### src/rtl/core/bis_pkg.sv
`default_nettype none

package bis_pkg;

  // item opcodes
  localparam logic [1:0] OP_LOAD_DATA  = 2'd0;
  localparam logic [1:0] OP_LOAD_INDEX = 2'd1;
  localparam logic [1:0] OP_SEARCH     = 2'd2;

  // configuration register indexes
  localparam logic [7:0] CFG_BLOCK_COUNT = 8'd0;
  localparam logic [7:0] CFG_SEARCH_MODE = 8'd1;

  typedef struct packed {
    logic [1:0]         op;
    logic [7:0]         slot;
    logic signed [31:0] value;
    logic [7:0]         block_first;
    logic [7:0]         block_last;
  } item_t;

  typedef struct packed {
    logic       found;
    logic [7:0] position;
  } result_t;

  typedef struct packed {
    logic signed [31:0] key;
    logic [7:0]         first;
    logic [7:0]         last;
  } idx_entry_t;

  // comparator flags, key against operand
  typedef struct packed {
    logic lt;
    logic eq;
    logic gt;
  } cmp_t;

endpackage

`default_nettype wire

### src/rtl/core/bis_cmp.sv
`default_nettype none

module bis_cmp (
  input  wire logic signed [31:0] key_i,
  input  wire logic signed [31:0] opnd_i,
  output bis_pkg::cmp_t           cmp_o
);
  import bis_pkg::*;

  // signed two's-complement compare, shared by index and data walks
  always_comb begin
    cmp_o.lt = key_i < opnd_i;
    cmp_o.eq = key_i == opnd_i;
    cmp_o.gt = key_i > opnd_i;
  end

endmodule

`default_nettype wire

### config.mk
export PLATFORM = sky130hd
export DESIGN_NAME = bis_cmp
export DESIGN_NICKNAME = d
export VERILOG_FILES = /design/src/rtl/core/bis_pkg.sv /design/src/rtl/core/bis_cmp.sv
export SDC_FILE = /design/constraint.sdc
export NUM_CORES = 1
export LEC_CHECK = 0
export BUFFER_PORTS_ARGS = -buffer_cell sky130_fd_sc_hd__buf_4
export CAP_MARGIN = 10
export CORE_MARGIN = 1
export CORE_UTILIZATION = 42
export DETAILED_ROUTE_END_ITERATION = 8
export MAX_ROUTING_LAYER = met4
export PLACE_DENSITY = 0.87
export SYNTH_ARGS = -nofsm -noshare
export SYNTH_HDL_FRONTEND = slang
export SYNTH_SLANG_ARGS = --single-unit
export TNS_END_PERCENT = 20
### constraint.sdc
create_clock -name vclk -period 4.6
set_input_delay 1.38 -clock vclk [all_inputs]
set_output_delay 1.38 -clock vclk [all_outputs]
set_load 0.005 [all_outputs]
==> results.yml <==
run_status:
  status: "finished clean"
clock_network:
  cts_hold_buf: 0
  post_cts_buffers: 0
flow_run:
  cap_violations: 0
logic_synthesis:
  syn_area_um2: 845
  syn_inst: 119
  syn_area_per_cell_um2: 7.10
  synth_compound_area_frac: 0.190
  ys_seq_area_frac: 0
  synthTopCellsByArea: "ha_1, inv_1, a21oi_1"
  synth_adder_area_share: 0.474
  synth_cell_types: 23
  yosys.area.top_type: "ha_1"
  synthMuxAreaShare: 0.0237
  synth_top_area_frac: 0.474
  synth-simple-area-share: 0.161
  yosys.area_share.xor_xnor: 0
  yosys_warnings: 0
  syn_nets: 215
  synth_top_family_by_area: "adder cells"
finish:
  drive_above_1_share: 0.414
  n_sequential_cell: 0
  ff_latch_area_um2: 0
  final_common_cell: "buf_4"
  layout_common_cells: "buf_4, inv_1, ha_1, nand2_1, a21oi_1"
  num_antenna_cells: 0
  fin_nets: 284
  clkbuf_count: 0
  area_delta_synth_final_pct: 70.1
  final_area_um2: 1440
  fin_util: 0.797
die:
  fp-row-count: 15
  fp.coreArea_um2: 1800
  fp.dieW_um: 46.8
  die_h_um: 46.8
  start_util: 0.469
  die_area_um2: 2190
  io_pins: 67
detailed_routing:
  first_pass_iters: 2
  routedWlPerCell_um: 12.2
  ant_nets: 0
  vias_per_cell: 5.22
  vias: 1102
  drc: 0
  drt_wl_total_mm: 2.58
  drt_iter0_markers: 12
sta:
  hold_ws_ns: 3.29
  setup_violations: 0
  setup_slack_ns: 0.0689
  max_freq_ghz: 0.221
  hold_viol_final: 0
  fin_crit_sh: 0.985
  max_slew_margin: 0.715
  maxSlewViolCount: 0
  timing.final.crit_period_ns: 4.53
  tightest_slew_ns: 0.424
  finalSetupTns_ns: 0
place:
  place_area_um2: 1380
  pre_cts_ws_ns: 0.0558
  place_congestion: 0.737
  place_hpwl_mm: 2.29
  port_buffers: 67
power:
  seq_power_share: 0
  vdd_drop_max_v: 0.0000495
  p_int_mw: 0.0726
  p_sw_mw: 0.0523
  p_sw_frac: 0.419
  pwr-share-comb: 1.000
  powerDensity_nw_per_um2: 87.0
  p_leak_nw: 0.876
  p_clk_frac: 0
worst_setup_path:
  slowest_stage: "a2111oi_2"
  cp.arrival_ns: 3.15
  crit_path_frequent_cell: "buf_4"
  critPathMaxStageDelay_ns: 0.41
  path_cells: "buf_4, ha_1, a21oi_1, o21ai_1, a2111oi_2, o31ai_2, a21oi_2, mux2i_1, buf_4"
  critPathRequiredTime_ns: 3.22
  critical_path_class: "input pin to output pin"
  critPathMaxFanout: 3
  critPathCaptureType: "output pin"
  start_kind: "input pin"
global_route:
  grt_usage: 0.239
  antenna_found_initial: 0
  grt-ovfl-total: 0
  grt_pass1_vias: 998
  grt_pass1_wl_mm: 3.79
  grt_max_degree: 6
min_path:
  hold_class: "input pin to output pin"
-- power by group through the flow --
stage / logic [mW] / clock network, mW / registers, mW
6_report: 0.125 / 0 / 0
5_1_grt: 0.140 / 0 / 0
4_1_cts: 0.117 / 0 / 0
2_1_floorplan: 0.0554 / 0 / 0
3_5_place_dp: 0.116 / 0 / 0
3_3_place_gp: 0.109 / 0 / 0
-- worst max-delay path: cells and delay by family --
| kind | cells | cell delay (ns) |
|---|---|---|
| compound gates | 5 | 0.95 |
| fa+ha+maj | 1 | 0.33 |
| buf+inv | 2 | 0.25 |
| mux | 1 | 0.25 |
-- cell usage after synthesis (2+ instances only) --
master / count
inv_1: 34
ha_1: 32
a21oi_1: 9
nand2_1: 8
nand4_1: 6
a21oi_2: 3
nand3_1: 3
nor4_1: 3
o21ai_0: 3
a21o_1: 2
mux2i_1: 2
nor2_1: 2
o21ai_1: 2
-- routing by layer --
layer  GRT usage  vias up  wire length [µm]
li1            -      550                 -
met1       0.241      504               949
met2       0.503       40              1430
met3     0.00385        8               102
met4      0.0400        0                97
met5           -        -                 0
-- stage by stage --
step           std cells  power [mW]
3_3_place_gp         211       0.109
6_report             211       0.125
4_1_cts              211       0.117
5_1_grt              211       0.140
3_5_place_dp         211       0.116
2_1_floorplan        119      0.0554
-- area by class of cell --
class,count,area (µm²)
multi-input cells,85,774
well taps,25,31.3
inverters,34,128
fillers,134,365
repair buffers,67,503
-- final timing paths --
kind	depth (start not counted)	start	slack (ns)	to
worst max-delay path	9	key_i[19]	0.07	cmp_o[2]
worst min-delay path	4	key_i[31]	3.29	cmp_o[2]
-- what timing repair did --
item / 4_1_cts / 5_1_grt
resized for setup: 0 / 8
setup endpoints to repair: 0 / 2
endpoints found under the hold margin: 0 / 0
-- kinds of logic after synthesis --
logic type / after synthesis
AO/OA/AOI/OAI: 25
adder cells (fa/ha/maj): 32
buffers and inverters: 34
multiplexers: 2
AND/OR/NAND/NOR: 26
Power figures use the tool's default switching activity.
